File: config.mk
export PLATFORM = sky130hd
export DESIGN_NAME = polygon_scanline_span_generator
export DESIGN_NICKNAME = d
export VERILOG_FILES = /design/src/hdl/spg_pkg.sv /design/src/hdl/spg_divider.sv /design/src/hdl/spg_datapath.sv /design/src/hdl/spg_ctrl.sv /design/src/hdl/polygon_scanline_span_generator.sv
export SDC_FILE = /design/constraint.sdc
export NUM_CORES = 2
export LEC_CHECK = 0
export ABC_AREA = 1
export BUFFER_PORTS_ARGS = -buffer_cell sky130_fd_sc_hd__buf_2
export CAP_MARGIN = 10
export CORE_ASPECT_RATIO = 0.5
export CORE_MARGIN = 2
export CORE_UTILIZATION = 24
export DETAILED_ROUTE_END_ITERATION = 10
export PLACE_DENSITY = 0.37
export SLEW_MARGIN = 10
export SYNTH_ARGS = -nofsm -noshare
export SYNTH_HDL_FRONTEND = slang
export SYNTH_SLANG_ARGS = --single-unit
File: constraint.sdc
create_clock -name clock -period 13.2 [get_ports clock]
set_input_delay 0.66 -clock clock [delete_from_list [all_inputs] [get_ports clock]]
set_output_delay 0.66 -clock clock [all_outputs]
set_load 0.01 [all_outputs]
File: src/hdl/spg_pkg.sv
// shared types, constants and codes for the scanline span generator
// no dependencies; imported by every module of the block
package spg_pkg;

   localparam int SCREEN_W_DEF     = 320;
   localparam int SCREEN_H_DEF     = 200;
   localparam int MAX_VERTICES_DEF = 64;

   localparam int COORD_W = 11;
   localparam int DIFF_W  = 12;
   localparam int POS_W   = 32;
   localparam int ROWS_W  = 12;
   localparam int ROW_W   = 8;
   localparam int COL_W   = 9;
   localparam int OP_W    = 2;
   localparam int COLOR_W = 8;
   localparam int PAGE_W  = 2;
   localparam int CSR_IDX_W = 1;

   localparam logic [COLOR_W-1:0] COLOR_OR8  = 8'h10;
   localparam logic [COLOR_W-1:0] COLOR_COPY = 8'h11;

   localparam logic [OP_W-1:0] OP_SOLID = 2'd0;
   localparam logic [OP_W-1:0] OP_OR8   = 2'd1;
   localparam logic [OP_W-1:0] OP_COPY  = 2'd2;

   localparam logic [CSR_IDX_W-1:0] CSR_TARGET_PAGE = 1'd0;
   localparam logic [CSR_IDX_W-1:0] CSR_FILL_COLOR  = 1'd1;

   localparam logic CMD_LOAD    = 1'b0;
   localparam logic CMD_ADVANCE = 1'b1;

   // vertex memory read address selects
   localparam logic [2:0] RD_FIRST = 3'd0;
   localparam logic [2:0] RD_LAST  = 3'd1;
   localparam logic [2:0] RD_J     = 3'd2;
   localparam logic [2:0] RD_J1    = 3'd3;
   localparam logic [2:0] RD_I     = 3'd4;
   localparam logic [2:0] RD_I1    = 3'd5;

   localparam logic SIDE_LEFT  = 1'b0;
   localparam logic SIDE_RIGHT = 1'b1;

   typedef struct packed {
      logic signed [COORD_W-1:0] x;
      logic signed [COORD_W-1:0] y;
   } vtx_type;

   typedef struct packed {
      logic       accept;
      logic       do_load;
      logic       do_advance;
      logic [2:0] rd_sel;
      logic       cap_en;
      logic [1:0] cap_slot;
      logic       do_start;
      logic       div_start;
      logic       div_side;
      logic       step_load_l;
      logic       step_load_r;
      logic       do_pair;
      logic       np_finish;
      logic       rsp_load;
   } spg_cmd_type;

   typedef struct packed {
      logic is_advance;
      logic start_ok;
      logic busy;
      logic row_off;
      logic row_next_off;
      logic np_more;
      logic div_done;
   } spg_sts_type;

endpackage

File: src/hdl/spg_divider.sv
// bit-serial signed divider for edge slopes: (dx * 65536) / dy, truncating
// one quotient bit per cycle; depends on spg_pkg
module spg_divider (
   input  logic                              clock,
   input  logic                              reset,
   input  logic                              start,
   input  logic signed [spg_pkg::DIFF_W-1:0] dx,
   input  logic signed [spg_pkg::DIFF_W-1:0] dy,
   output logic                              done,
   output logic [spg_pkg::POS_W-1:0]         quot
);
   import spg_pkg::*;

   localparam int MAG_W = DIFF_W - 1;
   localparam int DVD_W = MAG_W + 16;
   localparam int CNT_W = $clog2(DVD_W + 1);

   logic [DVD_W-1:0] quo_ff, quo_in;
   logic [MAG_W-1:0] rem_ff, rem_in;
   logic [MAG_W-1:0] dvs_ff, dvs_in;
   logic [CNT_W-1:0] cnt_ff, cnt_in;
   logic             run_ff, run_in;
   logic             done_ff, done_in;
   logic             neg_ff, neg_in;

   logic [DIFF_W-1:0] dx_abs, dy_abs;
   logic [MAG_W:0]    trial;
   logic              ge;
   logic [POS_W-1:0]  mag;

   always_comb begin
      dx_abs = dx[DIFF_W-1] ? DIFF_W'(-dx) : DIFF_W'(dx);
      dy_abs = dy[DIFF_W-1] ? DIFF_W'(-dy) : DIFF_W'(dy);
      trial  = {rem_ff, quo_ff[DVD_W-1]};
      ge     = trial >= {1'b0, dvs_ff};
      mag    = POS_W'(quo_ff);
      quot   = neg_ff ? POS_W'(-mag) : mag;
      done   = done_ff;

      quo_in  = quo_ff;
      rem_in  = rem_ff;
      dvs_in  = dvs_ff;
      cnt_in  = cnt_ff;
      run_in  = run_ff;
      neg_in  = neg_ff;
      done_in = 1'b0;
      if (start) begin
         quo_in = {dx_abs[MAG_W-1:0], 16'h0000};
         rem_in = '0;
         dvs_in = (dy == '0) ? MAG_W'(1) : dy_abs[MAG_W-1:0];
         neg_in = dx[DIFF_W-1] ^ dy[DIFF_W-1];
         cnt_in = '0;
         run_in = 1'b1;
      end else if (run_ff) begin
         rem_in = ge ? MAG_W'(trial - {1'b0, dvs_ff}) : trial[MAG_W-1:0];
         quo_in = {quo_ff[DVD_W-2:0], ge};
         cnt_in = cnt_ff + 1'b1;
         if (cnt_ff == CNT_W'(DVD_W - 1)) begin
            run_in  = 1'b0;
            done_in = 1'b1;
         end
      end
   end

   always_ff @(posedge clock) begin
      if (reset) begin
         run_ff  <= 1'b0;
         done_ff <= 1'b0;
         cnt_ff  <= '0;
      end else begin
         run_ff  <= run_in;
         done_ff <= done_in;
         cnt_ff  <= cnt_in;
      end
      quo_ff <= quo_in;
      rem_ff <= rem_in;
      dvs_ff <= dvs_in;
      neg_ff <= neg_in;
   end

endmodule

File: src/hdl/spg_datapath.sv
// datapath: vertex memory, edge walkers, span clipping, result register
// depends on spg_pkg and spg_divider
module spg_datapath #(
   parameter int SCREEN_W     = spg_pkg::SCREEN_W_DEF,
   parameter int SCREEN_H     = spg_pkg::SCREEN_H_DEF,
   parameter int MAX_VERTICES = spg_pkg::MAX_VERTICES_DEF
) (
   input  logic                                clock,
   input  logic                                reset,
   input  spg_pkg::spg_cmd_type                cmd,
   output spg_pkg::spg_sts_type                sts,
   input  logic                                csr_we,
   input  logic [spg_pkg::CSR_IDX_W-1:0]       csr_index,
   input  logic [spg_pkg::COLOR_W-1:0]         csr_wdata,
   input  logic                                req_cmd,
   input  logic signed [spg_pkg::COORD_W-1:0]  req_vertex_x,
   input  logic signed [spg_pkg::COORD_W-1:0]  req_vertex_y,
   input  logic                                req_last_vertex,
   output logic                                rsp_span_valid,
   output logic                                rsp_done_res,
   output logic [spg_pkg::ROW_W-1:0]           rsp_row,
   output logic [spg_pkg::COL_W-1:0]           rsp_x_first,
   output logic [spg_pkg::COL_W-1:0]           rsp_x_last,
   output logic [spg_pkg::OP_W-1:0]            rsp_pixel_op
);
   import spg_pkg::*;

   localparam int IDX_W = $clog2(MAX_VERTICES);
   localparam int CNT_W = $clog2(MAX_VERTICES + 1);
   localparam logic signed [16:0]       W17 = 17'(SCREEN_W);
   localparam logic signed [ROWS_W:0]   H13 = (ROWS_W + 1)'(SCREEN_H);

   // request capture
   logic                      req_cmd_ff, req_last_ff;
   vtx_type                   req_vtx_ff;

   // vertex memory
   vtx_type                   mem [MAX_VERTICES];
   vtx_type                   rdata_ff;
   logic [IDX_W-1:0]          rd_addr;

   // walker state
   logic [CNT_W-1:0]          count_ff, n_ff, pairs_ff;
   logic [IDX_W-1:0]          left_idx_ff, right_idx_ff;
   logic [POS_W-1:0]          lpos_ff, rpos_ff, lstep_ff, rstep_ff;
   logic [ROWS_W-1:0]         rows_ff;
   logic signed [ROWS_W-1:0]  row_ff;
   logic                      busy_ff;
   vtx_type                   slot_ff [4];

   // span hold and result registers
   logic                      span_valid_ff;
   logic [ROW_W-1:0]          span_row_ff;
   logic [COL_W-1:0]          span_first_ff, span_last_ff;
   logic [OP_W-1:0]           span_op_ff;
   logic                      out_valid_ff, out_done_ff;
   logic [ROW_W-1:0]          out_row_ff;
   logic [COL_W-1:0]          out_first_ff, out_last_ff;
   logic [OP_W-1:0]           out_op_ff;

   logic [COLOR_W-1:0]        fill_color_ff;
   logic [PAGE_W-1:0]         target_page_ff;

   // combinational helpers
   logic [CNT_W-1:0]          eff_cnt, n_new;
   logic                      wr_ok;
   logic signed [DIFF_W-1:0]  div_dx, div_dy, h2;
   logic                      div_done;
   logic [POS_W-1:0]          div_quot;
   logic signed [ROWS_W:0]    row13, row_next13;
   logic signed [16:0]        a17, b17, lo17, hi17, loc17, hic17, his17;
   logic                      special, span_ok;
   logic [OP_W-1:0]           op_sel;
   logic signed [COORD_W-1:0] y0, y1;

   spg_divider u_div (
      .clock (clock),
      .reset (reset),
      .start (cmd.div_start),
      .dx    (div_dx),
      .dy    (div_dy),
      .done  (div_done),
      .quot  (div_quot)
   );

   always_comb begin
      eff_cnt = busy_ff ? '0 : count_ff;
      wr_ok   = eff_cnt < CNT_W'(MAX_VERTICES);
      n_new   = eff_cnt + CNT_W'(wr_ok);

      unique case (cmd.rd_sel)
         RD_FIRST: rd_addr = '0;
         RD_LAST:  rd_addr = IDX_W'(n_ff - 1'b1);
         RD_J:     rd_addr = left_idx_ff;
         RD_J1:    rd_addr = left_idx_ff + 1'b1;
         RD_I:     rd_addr = right_idx_ff;
         RD_I1:    rd_addr = right_idx_ff - 1'b1;
         default:  rd_addr = '0;
      endcase

      if (cmd.div_side == SIDE_LEFT) begin
         div_dx = {slot_ff[0].x[COORD_W-1], slot_ff[0].x}
                - {slot_ff[1].x[COORD_W-1], slot_ff[1].x};
         div_dy = {slot_ff[0].y[COORD_W-1], slot_ff[0].y}
                - {slot_ff[1].y[COORD_W-1], slot_ff[1].y};
      end else begin
         div_dx = {slot_ff[2].x[COORD_W-1], slot_ff[2].x}
                - {slot_ff[3].x[COORD_W-1], slot_ff[3].x};
         div_dy = {slot_ff[2].y[COORD_W-1], slot_ff[2].y}
                - {slot_ff[3].y[COORD_W-1], slot_ff[3].y};
      end
      h2 = {slot_ff[2].y[COORD_W-1], slot_ff[2].y}
         - {slot_ff[3].y[COORD_W-1], slot_ff[3].y};

      y0 = slot_ff[0].y;
      y1 = slot_ff[1].y;

      row13      = {row_ff[ROWS_W-1], row_ff};
      row_next13 = row13 + 1'b1;

      // span clipping on whole parts of the edge positions
      a17   = {lpos_ff[POS_W-1], lpos_ff[POS_W-1:16]};
      b17   = {rpos_ff[POS_W-1], rpos_ff[POS_W-1:16]};
      lo17  = (a17 > b17) ? b17 : a17;
      hi17  = (a17 > b17) ? a17 : b17;
      loc17 = (lo17 < 17'sd0) ? 17'sd0 : lo17;
      hic17 = (hi17 >= W17) ? W17 - 17'sd1 : hi17;
      special = (fill_color_ff == COLOR_OR8) || (fill_color_ff == COLOR_COPY);
      his17 = special ? hic17 - 17'sd1 : hic17;
      span_ok = busy_ff && !(row13 >= H13) && !row_ff[ROWS_W-1]
              && (lo17 < W17) && (hi17 >= 17'sd0) && (loc17 <= his17);
      priority if (fill_color_ff == COLOR_OR8) op_sel = OP_OR8;
      else if (fill_color_ff == COLOR_COPY)    op_sel = OP_COPY;
      else                                     op_sel = OP_SOLID;

      sts.is_advance   = req_cmd_ff == CMD_ADVANCE;
      sts.start_ok     = req_last_ff && (n_new >= CNT_W'(4)) && !n_new[0];
      sts.busy         = busy_ff;
      sts.row_off      = row13 >= H13;
      sts.row_next_off = row_next13 >= H13;
      sts.np_more      = (rows_ff == '0) && (pairs_ff != '0);
      sts.div_done     = div_done;

      rsp_span_valid = out_valid_ff;
      rsp_done_res   = out_done_ff;
      rsp_row        = out_row_ff;
      rsp_x_first    = out_first_ff;
      rsp_x_last     = out_last_ff;
      rsp_pixel_op   = out_op_ff;
   end

   // vertex memory
   always_ff @(posedge clock) begin
      if (cmd.do_load && wr_ok) begin
         mem[eff_cnt[IDX_W-1:0]] <= req_vtx_ff;
      end
      rdata_ff <= mem[rd_addr];
   end

   // control state
   always_ff @(posedge clock) begin
      if (reset) begin
         busy_ff        <= 1'b0;
         count_ff       <= '0;
         pairs_ff       <= '0;
         rows_ff        <= '0;
         fill_color_ff  <= '0;
         target_page_ff <= '0;
      end else begin
         if (csr_we) begin
            unique case (csr_index)
               CSR_TARGET_PAGE: target_page_ff <= csr_wdata[PAGE_W-1:0];
               CSR_FILL_COLOR:  fill_color_ff  <= csr_wdata;
               default: ;
            endcase
         end
         if (cmd.do_load) begin
            count_ff <= req_last_ff ? '0 : n_new;
            if (busy_ff || req_last_ff) begin
               busy_ff  <= 1'b0;
               rows_ff  <= '0;
               pairs_ff <= '0;
            end
         end
         if (cmd.do_start) begin
            busy_ff  <= 1'b1;
            pairs_ff <= (n_ff - CNT_W'(2)) >> 1;
         end
         if (cmd.do_advance && busy_ff) begin
            if (sts.row_off) begin
               busy_ff <= 1'b0;
            end else begin
               rows_ff <= rows_ff - 1'b1;
               if (sts.row_next_off) busy_ff <= 1'b0;
            end
         end
         if (cmd.do_pair) begin
            pairs_ff <= pairs_ff - 1'b1;
            if (h2 > 12'sd0) rows_ff <= ROWS_W'(h2);
         end
         if (cmd.np_finish && rows_ff == '0) begin
            busy_ff <= 1'b0;
         end
      end
   end

   // payload
   always_ff @(posedge clock) begin
      if (cmd.accept) begin
         req_cmd_ff   <= req_cmd;
         req_last_ff  <= req_last_vertex;
         req_vtx_ff.x <= req_vertex_x;
         req_vtx_ff.y <= req_vertex_y;
      end
      if (cmd.do_load) n_ff <= n_new;
      if (cmd.cap_en) slot_ff[cmd.cap_slot] <= rdata_ff;
      if (cmd.do_start) begin
         row_ff       <= (y0 < y1) ? ROWS_W'(y0) : ROWS_W'(y1);
         rpos_ff      <= {{(16 - COORD_W){slot_ff[0].x[COORD_W-1]}}, slot_ff[0].x, 16'h0000};
         lpos_ff      <= {{(16 - COORD_W){slot_ff[1].x[COORD_W-1]}}, slot_ff[1].x, 16'h0000};
         right_idx_ff <= IDX_W'(1);
         left_idx_ff  <= IDX_W'(n_ff - CNT_W'(2));
      end
      if (cmd.step_load_l) lstep_ff <= div_quot;
      if (cmd.step_load_r) rstep_ff <= div_quot;
      if (cmd.do_pair) begin
         left_idx_ff  <= left_idx_ff - 1'b1;
         right_idx_ff <= right_idx_ff + 1'b1;
         if (h2 == '0) begin
            lpos_ff <= {lpos_ff[POS_W-1:16], 16'h7fff} + lstep_ff;
            rpos_ff <= {rpos_ff[POS_W-1:16], 16'h8000} + rstep_ff;
         end else begin
            lpos_ff <= {lpos_ff[POS_W-1:16], 16'h7fff};
            rpos_ff <= {rpos_ff[POS_W-1:16], 16'h8000};
         end
      end
      if (cmd.do_advance) begin
         span_valid_ff <= span_ok;
         span_row_ff   <= span_ok ? row_ff[ROW_W-1:0] : '0;
         span_first_ff <= span_ok ? loc17[COL_W-1:0] : '0;
         span_last_ff  <= span_ok ? his17[COL_W-1:0] : '0;
         span_op_ff    <= span_ok ? op_sel : OP_SOLID;
         if (busy_ff && !sts.row_off) begin
            lpos_ff <= lpos_ff + lstep_ff;
            rpos_ff <= rpos_ff + rstep_ff;
            row_ff  <= row_ff + 1'b1;
         end
      end
      if (cmd.rsp_load) begin
         out_valid_ff <= span_valid_ff;
         out_done_ff  <= !busy_ff;
         out_row_ff   <= span_row_ff;
         out_first_ff <= span_first_ff;
         out_last_ff  <= span_last_ff;
         out_op_ff    <= span_op_ff;
      end
   end

endmodule

File: src/hdl/spg_ctrl.sv
// controller state machine: sequences loads, row advances, fill start,
// edge pair setup and result hand-off; depends on spg_pkg
module spg_ctrl (
   input  logic                 clock,
   input  logic                 reset,
   input  logic                 req_valid,
   output logic                 req_ready,
   output logic                 rsp_valid,
   input  logic                 rsp_ready,
   output spg_pkg::spg_cmd_type cmd,
   input  spg_pkg::spg_sts_type sts
);
   import spg_pkg::*;

   localparam logic [4:0] S_IDLE  = 5'd0;
   localparam logic [4:0] S_EXEC  = 5'd1;
   localparam logic [4:0] S_ST0   = 5'd2;
   localparam logic [4:0] S_ST1   = 5'd3;
   localparam logic [4:0] S_ST2   = 5'd4;
   localparam logic [4:0] S_ST3   = 5'd5;
   localparam logic [4:0] S_NP    = 5'd6;
   localparam logic [4:0] S_RDJ   = 5'd7;
   localparam logic [4:0] S_RDJ1  = 5'd8;
   localparam logic [4:0] S_RDI   = 5'd9;
   localparam logic [4:0] S_RDI1  = 5'd10;
   localparam logic [4:0] S_CAP   = 5'd11;
   localparam logic [4:0] S_DIVL  = 5'd12;
   localparam logic [4:0] S_WAITL = 5'd13;
   localparam logic [4:0] S_DIVR  = 5'd14;
   localparam logic [4:0] S_WAITR = 5'd15;
   localparam logic [4:0] S_PAIR  = 5'd16;
   localparam logic [4:0] S_RSP   = 5'd17;

   logic [4:0] state_ff, state_in;
   logic       pend_ff, pend_in;
   logic       valid_ff, valid_in;

   always_comb begin
      cmd       = '0;
      cmd.rd_sel = RD_FIRST;
      state_in  = state_ff;
      pend_in   = pend_ff;
      valid_in  = valid_ff && !rsp_ready;
      req_ready = state_ff == S_IDLE;
      rsp_valid = valid_ff;

      unique case (state_ff)
         S_IDLE: begin
            if (req_valid) begin
               cmd.accept = 1'b1;
               state_in   = S_EXEC;
            end
         end
         S_EXEC: begin
            if (!sts.is_advance) begin
               cmd.do_load = 1'b1;
               pend_in     = 1'b0;
               state_in    = sts.start_ok ? S_ST0 : S_IDLE;
            end else begin
               cmd.do_advance = 1'b1;
               pend_in        = 1'b1;
               state_in = (sts.busy && !sts.row_off && !sts.row_next_off) ? S_NP : S_RSP;
            end
         end
         S_ST0: begin
            cmd.rd_sel = RD_FIRST;
            state_in   = S_ST1;
         end
         S_ST1: begin
            cmd.rd_sel   = RD_LAST;
            cmd.cap_en   = 1'b1;
            cmd.cap_slot = 2'd0;
            state_in     = S_ST2;
         end
         S_ST2: begin
            cmd.cap_en   = 1'b1;
            cmd.cap_slot = 2'd1;
            state_in     = S_ST3;
         end
         S_ST3: begin
            cmd.do_start = 1'b1;
            state_in     = S_NP;
         end
         S_NP: begin
            if (sts.np_more) begin
               state_in = S_RDJ;
            end else begin
               cmd.np_finish = 1'b1;
               state_in      = pend_ff ? S_RSP : S_IDLE;
            end
         end
         S_RDJ: begin
            cmd.rd_sel = RD_J;
            state_in   = S_RDJ1;
         end
         S_RDJ1: begin
            cmd.rd_sel   = RD_J1;
            cmd.cap_en   = 1'b1;
            cmd.cap_slot = 2'd0;
            state_in     = S_RDI;
         end
         S_RDI: begin
            cmd.rd_sel   = RD_I;
            cmd.cap_en   = 1'b1;
            cmd.cap_slot = 2'd1;
            state_in     = S_RDI1;
         end
         S_RDI1: begin
            cmd.rd_sel   = RD_I1;
            cmd.cap_en   = 1'b1;
            cmd.cap_slot = 2'd2;
            state_in     = S_CAP;
         end
         S_CAP: begin
            cmd.cap_en   = 1'b1;
            cmd.cap_slot = 2'd3;
            state_in     = S_DIVL;
         end
         S_DIVL: begin
            cmd.div_start = 1'b1;
            cmd.div_side  = SIDE_LEFT;
            state_in      = S_WAITL;
         end
         S_WAITL: begin
            if (sts.div_done) begin
               cmd.step_load_l = 1'b1;
               state_in        = S_DIVR;
            end
         end
         S_DIVR: begin
            cmd.div_start = 1'b1;
            cmd.div_side  = SIDE_RIGHT;
            state_in      = S_WAITR;
         end
         S_WAITR: begin
            cmd.div_side = SIDE_RIGHT;
            if (sts.div_done) begin
               cmd.step_load_r = 1'b1;
               state_in        = S_PAIR;
            end
         end
         S_PAIR: begin
            cmd.div_side = SIDE_RIGHT;
            cmd.do_pair  = 1'b1;
            state_in     = S_NP;
         end
         S_RSP: begin
            // result register frees up when the previous transaction is taken
            if (!valid_ff || rsp_ready) begin
               cmd.rsp_load = 1'b1;
               valid_in     = 1'b1;
               state_in     = S_IDLE;
            end
         end
         default: state_in = S_IDLE;
      endcase
   end

   always_ff @(posedge clock) begin
      if (reset) begin
         state_ff <= S_IDLE;
         pend_ff  <= 1'b0;
         valid_ff <= 1'b0;
      end else begin
         state_ff <= state_in;
         pend_ff  <= pend_in;
         valid_ff <= valid_in;
      end
   end

endmodule

File: src/hdl/polygon_scanline_span_generator.sv
// scanline polygon span generator, top level; depends on spg_pkg, spg_ctrl, spg_datapath
// a load writes its vertex; an advance of a running fill steps its edges, walks new edge
// pairs (not when idle or on the last row) and loads the result register once any held
// result is taken; no new request is taken until then; a fill start reads the first and last
// vertex; each new edge pair takes two serial 27-step slope divisions and 4 vertex reads
// synchronous active-high reset returns to idle with no vertices and no polygon
module polygon_scanline_span_generator #(
   parameter int SCREEN_W     = spg_pkg::SCREEN_W_DEF,
   parameter int SCREEN_H     = spg_pkg::SCREEN_H_DEF,
   parameter int MAX_VERTICES = spg_pkg::MAX_VERTICES_DEF
) (
   input  logic                                clock,
   input  logic                                reset,
   input  logic                                csr_we,
   input  logic [spg_pkg::CSR_IDX_W-1:0]       csr_index,
   input  logic [spg_pkg::COLOR_W-1:0]         csr_wdata,
   input  logic                                req_valid,
   output logic                                req_ready,
   input  logic                                req_cmd,
   input  logic signed [spg_pkg::COORD_W-1:0]  req_vertex_x,
   input  logic signed [spg_pkg::COORD_W-1:0]  req_vertex_y,
   input  logic                                req_last_vertex,
   output logic                                rsp_valid,
   input  logic                                rsp_ready,
   output logic                                rsp_span_valid,
   output logic                                rsp_done_res,
   output logic [spg_pkg::ROW_W-1:0]           rsp_row,
   output logic [spg_pkg::COL_W-1:0]           rsp_x_first,
   output logic [spg_pkg::COL_W-1:0]           rsp_x_last,
   output logic [spg_pkg::OP_W-1:0]            rsp_pixel_op
);
   import spg_pkg::*;

   spg_cmd_type cmd;
   spg_sts_type sts;

   spg_ctrl u_ctrl (
      .clock     (clock),
      .reset     (reset),
      .req_valid (req_valid),
      .req_ready (req_ready),
      .rsp_valid (rsp_valid),
      .rsp_ready (rsp_ready),
      .cmd       (cmd),
      .sts       (sts)
   );

   spg_datapath #(
      .SCREEN_W     (SCREEN_W),
      .SCREEN_H     (SCREEN_H),
      .MAX_VERTICES (MAX_VERTICES)
   ) u_dp (
      .clock           (clock),
      .reset           (reset),
      .cmd             (cmd),
      .sts             (sts),
      .csr_we          (csr_we),
      .csr_index       (csr_index),
      .csr_wdata       (csr_wdata),
      .req_cmd         (req_cmd),
      .req_vertex_x    (req_vertex_x),
      .req_vertex_y    (req_vertex_y),
      .req_last_vertex (req_last_vertex),
      .rsp_span_valid  (rsp_span_valid),
      .rsp_done_res    (rsp_done_res),
      .rsp_row         (rsp_row),
      .rsp_x_first     (rsp_x_first),
      .rsp_x_last      (rsp_x_last),
      .rsp_pixel_op    (rsp_pixel_op)
   );

endmodule

# Word level (Yosys, flattened, before mapping)
# Memory sizes are Yosys's and may differ from the RTL's. A register that Yosys moved wholly into a read port is not among the register bits.
# Index checks and enable logic that the tools add are counted.
# word_totals
ff_bits	341
ramBits	1496
input_bits	38
out_inout_bits	32
wordCells	246
n_memories	2
# classes
addsub	25
order_cmp	13
eq_ne	29
mux	90
bitwise_logic	3
n_reduce_logical	44
# mem_list
memory	words	word_bits	read_ports	rd_ports_with_merged_regs	wr	line	rtl
u_dp.mem	64	22	1	1	1	spg_datapath.sv:38	vtx_type mem [MAX_VERTICES];
u_dp.slot_ff	4	22	4	0	1	spg_datapath.sv:49	vtx_type slot_ff [4];
# op_table
op	count
32-bit two-way mux	11
12-bit two-way mux	12
32-bit adder	4
17-bit two-way mux	5
5-bit one-hot mux with 17 select lines	1
27-bit two-way mux	2
11-bit by 11-bit subtractor with 12-bit output	4
7-bit two-way mux	6
5-bit by 4-bit == test with 1-bit output (second input constant)	8
5-bit two-way mux	8
12-bit zero test	3
11-bit two-way mux	3
1-bit two-way mux	32
27-bit negation with 32-bit output	1
6-bit one-hot mux with 5 select lines	1
6-bit two-way mux	4
11-bit negation	2
5-bit by 3-bit == test with 1-bit output (second input constant)	4
6-bit by 1-bit subtractor with 6-bit output (second input constant)	3
17-bit by 1-bit >= comparator with 1-bit output (second input constant)	1
17-bit by 10-bit >= comparator with 1-bit output (second input constant)	1
17-bit <= comparator	1
17-bit by 1-bit less-than comparator with 1-bit output (second input constant)	1
17-bit by 10-bit less-than comparator with 1-bit output (second input constant)	1
other kinds (43)	85

# Longest topological paths before layout
# logic_depth
depth_word	10
ltp_mapped	44
ltp_nobuf	39

# Modules after synthesis
# From an unflattened synthesis, not the netlist that was laid out.
# unflattened
cells_unflattened	7499
area_unflattened_um2	83168.5
# by_module_without_submodules
mod	instances	cells_per_inst	area_each_um2	seq_area_each_um2
spg_datapath	1	6751	78290.1	52570.4
spg_divider	1	617	4174.0	1371.3
spg_ctrl	1	131	704.4	140.1

# Worst setup path before layout
# OpenSTA, ideal clock, no wires.
# synth_timing
kind	register -> register
startpoint	reg u_dp.rpos_ff[31]
endpoint	reg u_dp.span_last_ff[4], data pin
setup_time_ns	0.262
arrival_time_ns	4.718
required_time_ns	12.938
slack_ns	8.220
stages_incl_launch_ff	39
n_path_buf	5
period_less_slack_ns	4.980
cell_sequence	dfxtp_1 > inv_1 > ha_1 > a21oi_1 > o21ai_1 > a21oi_1 > nand3_2 > nand3_4 > buf_6 > nand2_1 > nand2_1 > nand2_1 > nor2_1 > nand3_1 > nand2_1 > buf_6 > buf_2 > nand2_1 > (+3 left out) > nor2_1 > nand3_1 > nand3_1 > o21ai_0 > ha_1 > inv_1 > nor4_1 > o21ai_0 > o311ai_0 > a21oi_1 > nor2_1 > a211oi_1 > a41oi_1 > nand2_1 > nand2_1 > buf_6 > buf_6 > nor2_2
# synth_between
elab_chain_cells	8
word_cells_on_any_way	15
classes_between	add/sub: 1; order compare: 6; mux: 5; reduce/logical: 3
# synth_lines
element	line	rtl
start: declaration	spg_datapath.sv:45	logic [POS_W-1:0] lpos_ff, rpos_ff, lstep_ff, rstep_ff;
start signal: assignment	spg_datapath.sv:219	rpos_ff <= {{(16 - COORD_W){slot_ff[0].x[COORD_W-1]}}, slot_ff[0].x, 16'h0000};
start signal: assignment	spg_datapath.sv:231	rpos_ff <= {rpos_ff[POS_W-1:16], 16'h8000} + rstep_ff;
start signal: assignment	spg_datapath.sv:234	rpos_ff <= {rpos_ff[POS_W-1:16], 16'h8000};
16-bit greater-than comparator	spg_datapath.sv:124, spg_datapath.sv:125	
17-bit two-way mux	spg_datapath.sv:125	hi17 = (a17 > b17) ? a17 : b17;
17-bit by 10-bit >= comparator with 1-bit output	spg_datapath.sv:127	hic17 = (hi17 >= W17) ? W17 - 17'sd1 : hi17;
17-bit two-way mux	spg_datapath.sv:127	
17-bit by 2-bit subtractor with 17-bit output	spg_datapath.sv:129	his17 = special ? hic17 - 17'sd1 : hic17;
17-bit two-way mux	spg_datapath.sv:129	
17-bit <= comparator	spg_datapath.sv:131	&& (lo17 < W17) && (hi17 >= 17'sd0) && (loc17 <= his17);
1-bit logical AND	spg_datapath.sv:131	
end signal: assignment	spg_datapath.sv:241	span_last_ff <= span_ok ? his17[COL_W-1:0] : '0;
end: declaration	spg_datapath.sv:54	logic [COL_W-1:0] span_first_ff, span_last_ff;
# Several ways; a longest one is shown, not always the timed one.
# A chain may end at the register's enable or synchronous reset.

# Worst setup path in the final report
# layout_timing
startpoint	reg u_dp.rpos_ff[31]
endpoint	reg u_dp.span_first_ff[0], data pin
# layout_between
elab_chain_cells	8
word_cells_on_any_way	15
classes_between	add/sub: 1; order compare: 6; mux: 5; reduce/logical: 3
# layout_lines
element	line	rtl
16-bit greater-than comparator	spg_datapath.sv:124, spg_datapath.sv:125	
17-bit two-way mux	spg_datapath.sv:125	
17-bit by 10-bit >= comparator with 1-bit output	spg_datapath.sv:127	
17-bit two-way mux	spg_datapath.sv:127	
17-bit by 2-bit subtractor with 17-bit output	spg_datapath.sv:129	
17-bit two-way mux	spg_datapath.sv:129	
17-bit <= comparator	spg_datapath.sv:131	
1-bit logical AND	spg_datapath.sv:131	
end signal: assignment	spg_datapath.sv:240	span_first_ff <= span_ok ? loc17[COL_W-1:0] : '0;
end: declaration	spg_datapath.sv:54	
# Several ways; a longest one is shown, not always the timed one.

==> flow_summary.toml <==
[yosys]
synth_area_per_cell_um2 = 11.4
yosysSeqAreaShare_pct = 66.3
yosysMostFrequentCell = "edfxtp_1"
yosys-top-cells-count = "1685 x edfxtp_1, 1074 x nor2_1, 945 x o21ai_0"
synth_cell_types = 65
ys_ff_latch = 1859
synth_cells = 7162
synth_nets = 7375
yosysTopAreaCell = "edfxtp_1"
synth_edf_count = 1685
synthTopCellsByArea = "edfxtp_1 62%, o21ai_0 5.8%, nor2_1 4.9%"
netlist.area_leader.share_pct = 62.0
synth_warnings = 0
ys.flop_type = "edfxtp_1"
synthArstFlopShare_pct = 0
synth.cell_area_um2 = 81600

[cts]
cts_sinks = 1859
cts_tree = "yes"
clk_latency_ns = 0.88
cts_buffers = 194
h-tree-depth = 4
cts_max_path_buffers = 4
hold_buffers = 24
cts_setup_buffers = 0
root_buffer = "clkbuf_16"
ctsResizeCount = 0
clkTransAtPathRegs_ns = 0.06

[final_layout]
drive_gt1_share_pct = 8.17
nets = 7416
syn_to_final_growth_pct = 15.0
utilization_pct = 27.7
fillers = 35100

[power_and_ir_drop]
power_mw = 14.8
irDropWorstVdd_uv = 123
power_density_nw_per_um2 = 158
leakage_nw = 31.4

[route]
drtPass1Iterations = 5
drc_errors = 0
dr.first_iter.drc_count = 4353
wire_per_inst_um = 23.3
drt-total-wl_mm = 277
antenna_left = 0
vias_per_cell = 4.70
num_vias = 55800

[sta]
min_period_over_period_pct = 50.1
max_slew_margin_pct = 18.2
report.final.slew_viol_count = 0
hold_violations = 0
fin_worst_hold_slack_ns = 0.114
setup_tns_ns = 0
fin_ws_ns = 6.59
worstMarginPinSlew_ns = 1.22
fmax_ghz = 0.151
clock_skew_ns = 0.0797
finalSetupViolCount = 0
fin_crit_ns = 6.61
rsz0062_at_grt = "false"

[critical_path]
crit_path_top_delay_cell = "nand2_1"
critPathKind = "flop to flop"
arrival_ns = 7.13
crit_fanout = 51
r2r_cells = 33
max_stage_delay_ns = 0.47
cp.required_ns = 13.73
cp-start-kind = "flop"
end_kind = "flop"

[floorplanning]
core_um2 = 338000
io_pins = 70
dieArea_um2 = 345000
die_x_um = 828
die_h_um = 416
rows = 151
initial_core_util_pct = 24.1

[status]
status = "completed"

[placement]
dp_slack_ns = 6.67
gp_congestion = 0.843
port_buffers = 69
hpwl_mm = 163

[global_routing]
gr-usage-met1_pct = 21.7
grt_use_met3_pct = 1.84
grt_pass1_vias = 55000
grt_max_degree = 185
antenna_found_initial = 17
grt_first_pass_wirelength_mm = 399
track_usage_pct = 15.5
overflow = 0
top_usage_layer = "met2"
globalRouteMet2Util_pct = 25.8

[hold_path]
hold_path_class = "input port to flop"
hold_depth = 3

[job]
drv_cap = 0
layer usage:
layer  vias to the layer above  part of all wire (%)
met3                       317                   3.9
met2                      1183                    47
met4                         0                   2.3
met1                     28100                    47
li1                      26200                     -
met5                         -                     0
sequential cells by signal, indices dropped and copies added (netlist names), 22 cells and up:
| name | count |
|---|---|
| u_dp.rstep_ff | 32 |
| u_dp.mem | 1408 |
| u_dp.req_vtx_ff | 22 |
| u_dp.rdata_ff | 22 |
| u_dp.slot_ff | 88 |
| u_dp.rpos_ff | 32 |
| u_dp.lstep_ff | 32 |
| u_dp.lpos_ff | 32 |
| u_dp.u_div.quo_ff | 27 |
kinds of logic (layout without fill, tap and decap cells):
logic type,count (synthesis),in the layout,synth area share (%)
AO/OA/AOI/OAI,2032,2032,14.7
other,0,2,0
AND/OR/NAND/NOR,2026,2026,10.2
buffers and inverters,903,1097,4.27
adder cells (fa/ha/maj),175,175,2.76
flip-flops,1859,1859,66.3
XOR/XNOR,165,165,1.77
multiplexers,2,2,0.0261
placed cells by master (no fill, tap or decap), types with 13 or more instances in the layout:
master / Yosys / routed
nor2_4: 0 / 16
nand3_1: 255 / 253
o21ai_1: 17 / 17
buf_4: 0 / 134
nor2_2: 10 / 68
xor2_1: 125 / 125
clkbuf_1: 321 / 46
nor3_1: 65 / 63
nand4_1: 37 / 37
nand2_1: 535 / 531
o21a_1: 18 / 18
a31oi_1: 40 / 40
o21ai_0: 945 / 944
o211ai_1: 192 / 192
clkbuf_16: 0 / 199
o22ai_1: 210 / 210
nor4_1: 13 / 13
buf_2: 39 / 69
bufinv_16: 0 / 14
clkinv_1: 4 / 44
clkinv_2: 0 / 30
a22oi_1: 34 / 34
xnor2_1: 40 / 40
dlygate4sd3_1: 0 / 24
a21oi_1: 332 / 332
ha_1: 167 / 167
or2_2: 17 / 17
dfxtp_1: 174 / 174
nor2_1: 1074 / 1000
edfxtp_1: 1685 / 1685
inv_1: 504 / 502
o221ai_1: 183 / 183
power breakdown:
part / switching (mW) / internal (mW)
Clock: 2.39 / 3.07
Sequential: 0.127 / 6.60
Combinational: 1.83 / 0.786
worst max-delay path: cells and delay by family (launching register included):
family,cells,cell delay [ns]
flops,1,0.38
compound gates,7,0.91
buf+inv,5,0.84
simple gates,18,3.29
fa+ha+maj,3,0.90
stage by stage:
stage	std cells	area, µm²
after detailed placement	11500	87500
final	11900	93800
after global placement	11500	87500
after global routing	11900	93800
after CTS	11900	93800
after floorplan	7162	81600
path summary, 6_finish.rpt:
kind | from | end | slack [ns]
worst max-delay path | u_dp.rpos_ff[31] | u_dp.span_first_ff[0] | 6.59
worst min-delay path | csr_wdata[6] | u_dp.fill_color_ff[6] | 0.11
worst max register to register | u_dp.rpos_ff[31] | u_dp.span_first_ff[0] | 6.59
worst min register to register | u_dp.span_row_ff[5] | u_dp.rsp_row[5] | 0.41
final cells by class:
cell class	instances	area (µm²)	area share, %
antenna	2	5.00	0.00534
sequential	1859	54100	57.7
clock inverter	96	836	0.891
inverter	515	1950	2.08
tap	4513	5650	6.02
timing repair buffer	233	1710	1.82
multi-input combinational	4400	24300	25.9
clock buffer	253	5260	5.61
(Power assumes the default switching activity.)
